### config.mk
export PLATFORM = sky130hd
export DESIGN_NAME = rog_div
export DESIGN_NICKNAME = d
export VERILOG_FILES = /design/src/rtl/core/rog_pkg.sv /design/src/rtl/core/rog_div.sv
export SDC_FILE = /design/constraint.sdc
export NUM_CORES = 1
export LEC_CHECK = 0
export ABC_AREA = 0
export BUFFER_PORTS_ARGS = -buffer_cell sky130_fd_sc_hd__buf_4
export CORE_MARGIN = 2
export CORE_UTILIZATION = 40
export DETAILED_ROUTE_END_ITERATION = 8
export SYNTH_ARGS = -nofsm -noshare
export SYNTH_HDL_FRONTEND = slang
export SYNTH_SLANG_ARGS = --single-unit
export TNS_END_PERCENT = 100
### constraint.sdc
create_clock -name clk -period 17.3 [get_ports clk]
set_input_delay 1.73 -clock clk [delete_from_list [all_inputs] [get_ports clk]]
set_output_delay 1.73 -clock clk [all_outputs]
set_load 0.05 [all_outputs]
### src/rtl/core/rog_pkg.sv
`timescale 1ns / 1ps
// ----------------------------------------------------------------------------
// Radius of gyration package
// Shared widths, status codes, the atom record type and the divider types.
// ----------------------------------------------------------------------------
package rog_pkg;

  localparam int MAX_ATOMS = 1024;
  localparam int ADDR_W    = $clog2(MAX_ATOMS);
  localparam int CNT_W     = $clog2(MAX_ATOMS + 1);

  typedef enum logic [1:0] {
    ST_OK       = 2'd0,
    ST_ZERO     = 2'd1,
    ST_OVERFLOW = 2'd2
  } status_t;

  typedef struct packed {
    logic [15:0]        mass;
    logic signed [23:0] x;
    logic signed [23:0] y;
    logic signed [23:0] z;
  } atom_t;

  // Divider request and reply between the top level and the division unit.
  typedef struct packed {
    logic        start;
    logic        signed_mode;
    logic [65:0] dividend;
    logic [25:0] divisor;
  } div_req_t;

  typedef struct packed {
    logic        done;
    logic [65:0] quotient;
  } div_rsp_t;

endpackage

### src/rtl/core/rog_div.sv
`timescale 1ns / 1ps
// ----------------------------------------------------------------------------
// Radius of gyration divider
// Restoring divider, one quotient bit per cycle. In signed mode the dividend
// is two's complement and the quotient is floored.
// ----------------------------------------------------------------------------
module rog_div (
  input  logic              clk,
  input  logic              rst,
  input  rog_pkg::div_req_t req,
  output rog_pkg::div_rsp_t rsp
);
  import rog_pkg::*;

  logic        busy;
  logic [6:0]  step;
  logic        neg;
  logic [65:0] quo;
  logic [25:0] rem;
  logic [25:0] dvs;
  logic [26:0] trial;
  logic [26:0] shifted;
  logic        done;

  assign shifted = {rem, quo[65]};
  assign trial   = shifted - {1'b0, dvs};

  always_ff @(posedge clk) begin
    if (rst) begin
      busy <= 1'b0;
      done <= 1'b0;
      step <= '0;
    end else begin
      done <= 1'b0;
      if (req.start) begin
        busy <= 1'b1;
        step <= 7'd66;
        neg  <= req.signed_mode & req.dividend[65];
        // Floor for negatives: q = -ceil(|a|/b) = ~((~a)/b) on the bitwise inverse.
        quo  <= (req.signed_mode & req.dividend[65]) ? ~req.dividend : req.dividend;
        rem  <= '0;
        dvs  <= req.divisor;
      end else if (busy) begin
        if (!trial[26]) begin
          rem <= trial[25:0];
          quo <= {quo[64:0], 1'b1};
        end else begin
          rem <= shifted[25:0];
          quo <= {quo[64:0], 1'b0};
        end
        step <= step - 7'd1;
        if (step == 7'd1) begin
          busy <= 1'b0;
          done <= 1'b1;
        end
      end
    end
  end

  assign rsp.done     = done;
  assign rsp.quotient = neg ? ~quo : quo;

endmodule

; Word-level counts from Yosys, hierarchy flattened
; Index checks and enable logic that the tools add are counted.
[op_classes]
addsub = 2
n_eq_ne = 1
n_mux = 13
n_bitwise = 5
reduce_logical = 5
[ops]
columns = op, count
row1 = 2-to-1 mux 66 bit, 4
row2 = NOT 66 bit, 2
row3 = 2-to-1 mux 26 bit, 2
row4 = subtractor 27 x 26 -> 27 bit, 1
row5 = 2-to-1 mux 7 bit, 2
row6 = "equality test 7 x 1 -> 1 bit, second input constant", 1
row7 = "subtractor 7 x 1 -> 7 bit, second input constant", 1
row8 = 2-to-1 mux 1 bit, 5
row9 = AND reduction 2 bit, 2
row10 = OR reduction 3 bit, 1
row11 = NOT 1 bit, 2
row12 = nonzero test 2 bit, 1
row13 = OR reduction 2 bit, 1
row14 = AND 1 bit, 1
[totals]
regBits = 128
inputBits = 96
wordCells = 34

; Logic depth before layout (Yosys ltp)
; Gate-level depths: netlist of run 1.
[depth]
depth_word = 4
depth_mapped = 14
ltp_nobuf = 13

; Worst setup path after synthesis of run 1
; No wires, ideal clock.
[synth_timing]
path_kind = input -> register
startpoint = in req[93] (netlist name)
endpoint = reg quo[0] (enable)
setup_time_ns = 0.543
arrival_time_ns = 6.163
required_ns = 16.757
setup_slack_ns = 10.594
stages = 4
n_path_buf = 2
cell_sequence = clkbuf_1 clkbuf_1 nor2_1 nor2_1
[synth_between]
elab_chain_cells = 2
[synth_rtl]
columns = item, line_no
row1 = "start, declared", rog_div.sv:10  ; input rog_pkg::div_req_t req,
row2 = nonzero test 2 bit (no source line), --
row3 = AND reduction 2 bit (no source line), --
row4 = "end signal, assigned", rog_div.sv:40  ; quo <= (req.signed_mode & req.dividend[65]) ? ~req.dividend : req.dividend;
row5 = "end signal, assigned", rog_div.sv:46  ; quo <= {quo[64:0], 1'b1};
row6 = "end signal, assigned", rog_div.sv:49  ; quo <= {quo[64:0], 1'b0};
row7 = "end, declared", rog_div.sv:18  ; logic [65:0] quo;
; No other way between the ends.
; A chain may end at the register's enable or synchronous reset.

; Final worst setup path of run 1
[layout_timing]
startpoint = in req[93] (netlist name)
endpoint = reg quo[31] (enable)
; Same word-level chain as after synthesis.

==> results of run 1 <==
-- state kept, by name (all words and copies together) (netlist names) --
name  flops
rem      26
neg       1
busy      1
quo      66
dvs      26
step      7
done      1
-- final cells by class --
class	count	share of cell area [%]
multi-input combinational	516	36.8
sequential	128	38.8
clock buffer	18	4.44
timing repair buffer	167	13.0
inverter	40	1.55
tap	234	3.03
clock inverter	14	2.37
-- through the flow --
stage	instances	total power, uW	setup slack (ns)	hold WS, ns	utilization, %
global route	1117	1180	13.20	0.568	51.7
CTS	1117	1140	13.39	0.560	51.7
floorplan	729	641	10.59	0.502	-
detailed placement	1085	727	12.95	0.543	48.2
global placement	1085	726	12.97	0.530	48.2
finish	1117	1130	13.43	0.554	51.7
-- routing by layer --
| layer | up-vias | part of all wire, % | GRT usage, % |
|---|---|---|---|
| li1 | 2797 | - | - |
| met1 | 2631 | 45 | 22.4 |
| met2 | 145 | 45 | 27.3 |
| met3 | 24 | 9.0 | 8.31 |
| met4 | 0 | 1.6 | 5.79 |
| met5 | - | 0 | 0 |
-- worst register-to-register path, cell delays in order (launching register included) --
cell and delay [ns]:
edfxtp_1 0.39, inv_1 0.09, ha_1 0.18, inv_1 0.06, fa_1 0.41, a21o_1 0.20, a221oi_2 0.36, o41a_2 0.24
a21oi_2 0.08, o31ai_2 0.42, xnor2_4 0.31, buf_4 0.37, mux2i_1 0.24, nor2_1 0.06
-- cells by family after synthesis --
family          after synthesis
fa+ha+maj                    29
mux                          21
xor+xnor                    161
flops                       128
buf+inv                      85
compound gates              145
simple gates                160
-- power by group --
part           internal, uW  leakage, uW  switching (uW)  total [uW]
registers               374      0.00120            16.1         390
logic                   127      0.00243             204         331
clock network           259     0.000314             147         405
total                   759      0.00395             367        1130
-- layout by cell type (no fill, tap or decap), drive strengths merged, types with 5 or more instances in the layout --
| cell type | synthesis | layout |
|---|---|---|
| a21o | 11 | 11 |
| a21oi | 91 | 91 |
| a31oi | 6 | 6 |
| buf | 13 | 167 |
| bufinv | 0 | 5 |
| clkbuf | 32 | 18 |
| dfxtp | 9 | 9 |
| edfxtp | 119 | 119 |
| ha | 28 | 28 |
| inv | 40 | 44 |
| mux2i | 21 | 21 |
| nand2 | 18 | 18 |
| nand3 | 7 | 7 |
| nand4 | 5 | 5 |
| nor2 | 110 | 110 |
| o21ai | 10 | 10 |
| o22ai | 5 | 5 |
| xnor2 | 84 | 84 |
| xor2 | 77 | 77 |
-- worst max-delay path by stage --
stage	startpoint	to	slack, ns	cells past startpoint
finish	req[93]	quo[31]	13.43	4
global placement	req[93]	quo[41]	12.97	4
CTS	req[93]	quo[44]	13.39	4
detailed placement	req[93]	quo[26]	12.95	4
global route	req[93]	quo[32]	13.20	4
floorplan	req[93]	quo[0]	10.59	4
==> impl_metrics.csv, run 1 <==
group,metric,value,unit
outcome,status,"complete, no violations",
clocking,cts_tree,"yes",
flow_run,cap_violations,0,
logic_synthesis,synthAdderAreaFrac,4.84,%
placed_design,postPlaceCellArea,9010,um2
setup_path,crit_arrival,3.92,ns
setup_path,cp.required,17.35,ns
sta,fmax,259,MHz
setup_path,reg2regPathDepth,13,
clocking,clock_path_buffers,2,
placed_design,numPortBuffers,162,
routing,dr.pass1.iters,5,
hold_path,min_from,"step[5]",
die,num_io_pins,163,
logic_synthesis,syn-num-nets,854,
die,core_region_area,18700,um2
cells_and_area,seqCellArea,3750,um2
hold_path,min_to,"step[5]",
clocking,cts-buffers-inserted,17,
power_and_ir_drop,power_density,116,nW/um2
clocking,clkTransAtPathRegs,0.06,ns
global_route,grt_start_max_net_pins,107,
setup_path,slowest_stage,"buf_4",
sta,grt_setup_unrepaired,"no",
setup_path,crit_buf_inv,2,
placed_design,place.gp.congestion,0.790,
sta,finalCritPeriodShare,22.3,%
routing,drt-initial-drc-count,267,
sta,final-setup-viol-count,0,
sta,tightest_slew,1.11,ns
hold_path,min_path_type,"reg -> reg",
cells_and_area,multi_input_area,3560,um2
sta,maxSlewHeadroom,26.1,%
setup_path,reg2reg_slack,13.60,ns
logic_synthesis,synth_area_leader_cell,"edfxtp_1",
setup_path,worstReg2RegEnd,"rem[11]",
logic_synthesis,avgSynthCellArea,10.5,um2
cells_and_area,fillers,1734,
logic_synthesis,synth.area.mux_share,2.75,%
setup_path,cpMostUsedCell,"buf_4",
routing,drc,0,
logic_synthesis,synth_top_area_share,46.7,%
global_route,first_global_vias,5711,
routing,num_vias,5597,
routing,routed_wirelength,17900,um
logic_synthesis,synth_compound_area_share,11.2,%
routing,via_per_inst,5.01,
cells_and_area,drive_gt1_share,23.8,%
clocking,htree_levels,4,
setup_path,worst-path-max-fanout,61,
global_route,grt_usage,17.8,%
global_route,grt_pass1_wl,28200,um
setup_path,path_delay_family,"buffers and inverters",
hold_path,whs_path_depth,2,
clocking,clock_sinks,128,
die,num_rows,50,
logic_synthesis,yosys.area_share.simple,8.92,%
logic_synthesis,synth_xor_area_share,18.5,%
setup_path,r2r-start,"quo[65]",
logic_synthesis,synth_edf_count,119,
clocking,cts_root_buf,"clkbuf_16",
global_route,antenna_found_initial,0,
logic_synthesis,ys_warn_count,0,
logic_synthesis,syn-cell-area,7650,um2
cells_and_area,nets,995,
power_and_ir_drop,vdd_ir_drop_max,0.0640,mV
routing,ant_nets,0,
setup_path,crit_type,"in -> reg",
logic_synthesis,synth_flop_cell,"edfxtp_1",
cells_and_area,areaGrowthSynthToFinish,26.5,%
cells_and_area,n_antenna_cell,0,
cells_and_area,design_area,9670,um2
logic_synthesis,synth_common_cells,"edfxtp_1 (119), nor2_1 (110), a21oi_1 (90), xnor2_1 (83), xor2_1 (77)",
sta,period_minus_slack,3.87,ns
logic_synthesis,ys_seq_elements,128,
clocking,postCtsResizedCells,0,
setup_path,startpoint_type,"input port",
clocking,clk_latency,0.42,ns
logic_synthesis,ys_seq_area_share,49.1,%
die,dieArea,20200,um2
logic_synthesis,synth_cell_type_count,53,
logic_synthesis,synth_top_family_by_area,"XOR/XNOR gates",
sta,finalSetupTns,0,ns
placed_design,dp_hpwl,12000,um
clocking,post-cts-setup-buffers,0,
die,dieHeight,142,um
setup_path,cpPeakStageDelay,0.79,ns
sta,hold_violations,0,
logic_synthesis,synthCells,729,
sta,drv_slew,0,
logic_synthesis,synth_area_leaders,"edfxtp_1 (47%), xnor2_1 (9.5%), xor2_1 (8.8%), a21oi_1 (5.9%), nor2_1 (5.4%)",
die,die_x,142,um
setup_path,worst_setup_path_end_kind,"flip-flop",
logic_synthesis,synthArstFlopShare,0,%
global_route,grt_overflow,0,
sta,skew,0.00944,ns
clocking,cts_hold_buf,0,
routing,wire_per_inst,16.0,um
setup_path,crit_chain,"buf_4 > nor2_1 > nor2_4 > buf_4",
logic_synthesis,yosysMostFrequentCell,"edfxtp_1",
power_and_ir_drop,leakagePower,0.00395,uW
die,initial_utilization,40.9,%
Power figures use the tool's default switching activity.
==> run 2: changes to the inputs <==
==> constraint.sdc (replaced) <==
create_clock -name clk -period 3.4 [get_ports clk]
set_input_delay 0.34 -clock clk [delete_from_list [all_inputs] [get_ports clk]]
set_output_delay 0.34 -clock clk [all_outputs]
set_load 0.05 [all_outputs]
==> run 2 against run 1 <==
Effect of this change: via count decreased by 0.21%; highest routed layer unchanged; routed wire length increased by 0.96%; worst setup slack got worse by 13 ns; die area unchanged; cell area increased by 0.25%; clock-buffer cell count unchanged; clock power increased to 4.6 times the previous value; sequential cell count unchanged; cell count increased by 0.63%; critical path type is now reg -> reg.
==> impl_metrics.csv, run 2 (synthesis gave the netlist of run 1 again) <==
group,metric,value,unit
cells_and_area,n_antenna_cell,0,
die,dieHeight,142,um
cells_and_area,fin_cells,1124,
cells_and_area,nets,1002,
sta,maxSlewHeadroom,49.5,%
cells_and_area,design_area,9700,um2
die,dieArea,20200,um2
hold_path,min_path_type,"in -> reg",
global_route,grt_start_max_net_pins,77,
die,initial_utilization,40.9,%
placed_design,numPortBuffers,162,
setup_path,worst_setup_path_end_kind,"flip-flop",
setup_path,cpMostUsedCell,"inv_1",
routing,wl_met2,8410,um
routing,dr.pass1.iters,4,
cells_and_area,largest_register_ffs,66,
clocking,cts-buffers-inserted,17,
setup_path,cpPeakStageDelay,0.39,ns
die,num_rows,50,
clocking,clock_path_buffers,2,
placed_design,dp_hpwl,12200,um
setup_path,worst-path-max-fanout,10,
sta,finalSetupTns,0,ns
cells_and_area,final_cell_mix,"buf_4 (172), edfxtp_1 (119), nor2_1 (108)",
cells_and_area,largestRegisters,"quo (66), dvs (26), rem (26)",
setup_path,slowest_stage,"edfxtp_1",
clocking,postCtsResizedCells,0,
cells_and_area,utilization,51.8,%
setup_path,crit_chain,"inv_1 > ha_1 > inv_1 > fa_1 > a21o_1 > a221oi_2 > o41a_2 > a21oi_2 > o31ai_4 > xnor2_4 > buf_4 > mux2i_1 > nor2_1",
setup_path,reg2reg_slack,0.23,ns
flow_run,cap_violations,0,
routing,drc,0,
sta,fmax,316,MHz
power_and_ir_drop,swShare,33.1,%
global_route,antenna_found_initial,0,
clocking,clkTransAtPathRegs,0.06,ns
clocking,clock_sinks,128,
routing,drt-initial-drc-count,219,
setup_path,crit_buf_inv,3,
die,core_region_area,18700,um2
setup_path,startpoint_type,"flip-flop",
sta,hold_violations,0,
setup_path,path_delay_family,"compound AO/OA/AOI/OAI gates",
power_and_ir_drop,power_density,574,nW/um2
cells_and_area,fillers,1696,
placed_design,postPlaceCellArea,9090,um2
outcome,status,"complete, no violations",
die,num_io_pins,163,
cells_and_area,drive_gt1_share,24.2,%
global_route,grt_pass1_wl,28900,um
cells_and_area,final_common_cell,"buf_4",
cells_and_area,top_register,"quo",
power_and_ir_drop,p_int,3720,uW
power_and_ir_drop,vdd_ir_drop_max,0.343,mV
setup_path,crit_arrival,3.31,ns
routing,routed_wirelength,18000,um
sta,grt_setup_unrepaired,"no",
clocking,post-cts-setup-buffers,0,
routing,num_vias,5585,
power_and_ir_drop,leakagePower,0.00396,uW
routing,routed-wl-met3,1620,um
clocking,cts_root_buf,"clkbuf_16",
routing,wire_per_inst,16.0,um
routing,met1Wirelength,7770,um
routing,top_layer_used,"met4",
cells_and_area,areaGrowthSynthToFinish,26.8,%
power_and_ir_drop,power_switching,1840,uW
power_and_ir_drop,seq_power_share,35.6,%
sta,tightest_slew,0.757,ns
placed_design,placedCellCount,1092,
sta,period_minus_slack,3.17,ns
power_and_ir_drop,power_frac_clock,33.6,%
placed_design,dp_slack,0.146,ns
routing,via_per_inst,4.97,
sta,fin_ws,0.232,ns
clocking,clk_latency,0.43,ns
sta,final-setup-viol-count,0,
global_route,first_global_vias,5667,
setup_path,cp.required,3.54,ns
routing,ant_nets,0,
clocking,cts_hold_buf,0,
placed_design,place.gp.congestion,0.821,
setup_path,crit_type,"reg -> reg",
global_route,grt_overflow,0,
global_route,grt_usage,18.4,%
sta,finalCritPeriodShare,93.2,%
power_and_ir_drop,pwr-share-comb,30.8,%
clocking,htree_levels,4,
clocking,cts_tree,"yes",
sta,drv_slew,0,
die,die_x,142,um
sta,skew,0.0121,ns
## run 2: cell types whose count changed in the layout (fill, tap and decap cells not counted), sizes merged
cell	previous run	this run
buf	167	174
clkinv	3	8
inv	44	41
bufinv	5	3
## run 2: path summary, 6_finish.rpt
path / cells past startpoint / to / start
min reg2reg: 2 / step[5] / step[5]
max reg2reg: 13 / rem[10] / quo[65]
max: 13 / rem[10] / quo[65]
min: 1 / dvs[21] / req[21]
## run 2: final cells by class
| cell class | instances | area (um2) | area share [%] |
|---|---|---|---|
| sequential | 128 | 3750 | 38.7 |
| multi-input combinational | 516 | 3570 | 36.8 |
| timing repair buffer | 174 | 1330 | 13.7 |
| clock buffer | 18 | 429 | 4.43 |
| tap | 234 | 293 | 3.02 |
| clock inverter | 14 | 166 | 1.72 |
| inverter | 40 | 150 | 1.55 |
## run 2: worst register-to-register path, stage by stage (launching register included)
cell and delay, ns:
edfxtp_1 0.39, inv_1 0.09, ha_1 0.16, inv_1 0.05
fa_1 0.40, a21o_1 0.20, a221oi_2 0.26, o41a_2 0.21
a21oi_2 0.09, o31ai_4 0.35, xnor2_4 0.17, buf_4 0.25
mux2i_1 0.21, nor2_1 0.05
## run 2: stage by stage
step                      total power, uW  hold WS (ns)
after floorplan                      3260         0.409
after global placement               3720         0.519
after detailed placement             3720         0.519
after CTS                            5620        0.0737
after global routing                 5830        0.0698
final                                5570        0.0880
## run 2: power groups by stage
| stage | sequential [uW] | clock, uW | combinational, uW |
|---|---|---|---|
| floorplan | 1990 | 0 | 1270 |
| global placement | 2010 | 0 | 1700 |
| detailed placement | 2010 | 0 | 1710 |
| CTS | 1980 | 1910 | 1730 |
| global route | 2000 | 1970 | 1860 |
| finish | 1980 | 1870 | 1720 |
## run 2: routing by layer
layer  up-vias  global-route usage [%]
met2       136                    29.3
met4         0                    5.21
met1      2615                    22.3
met5         -                       0
met3        23                    8.65
li1       2811                       -
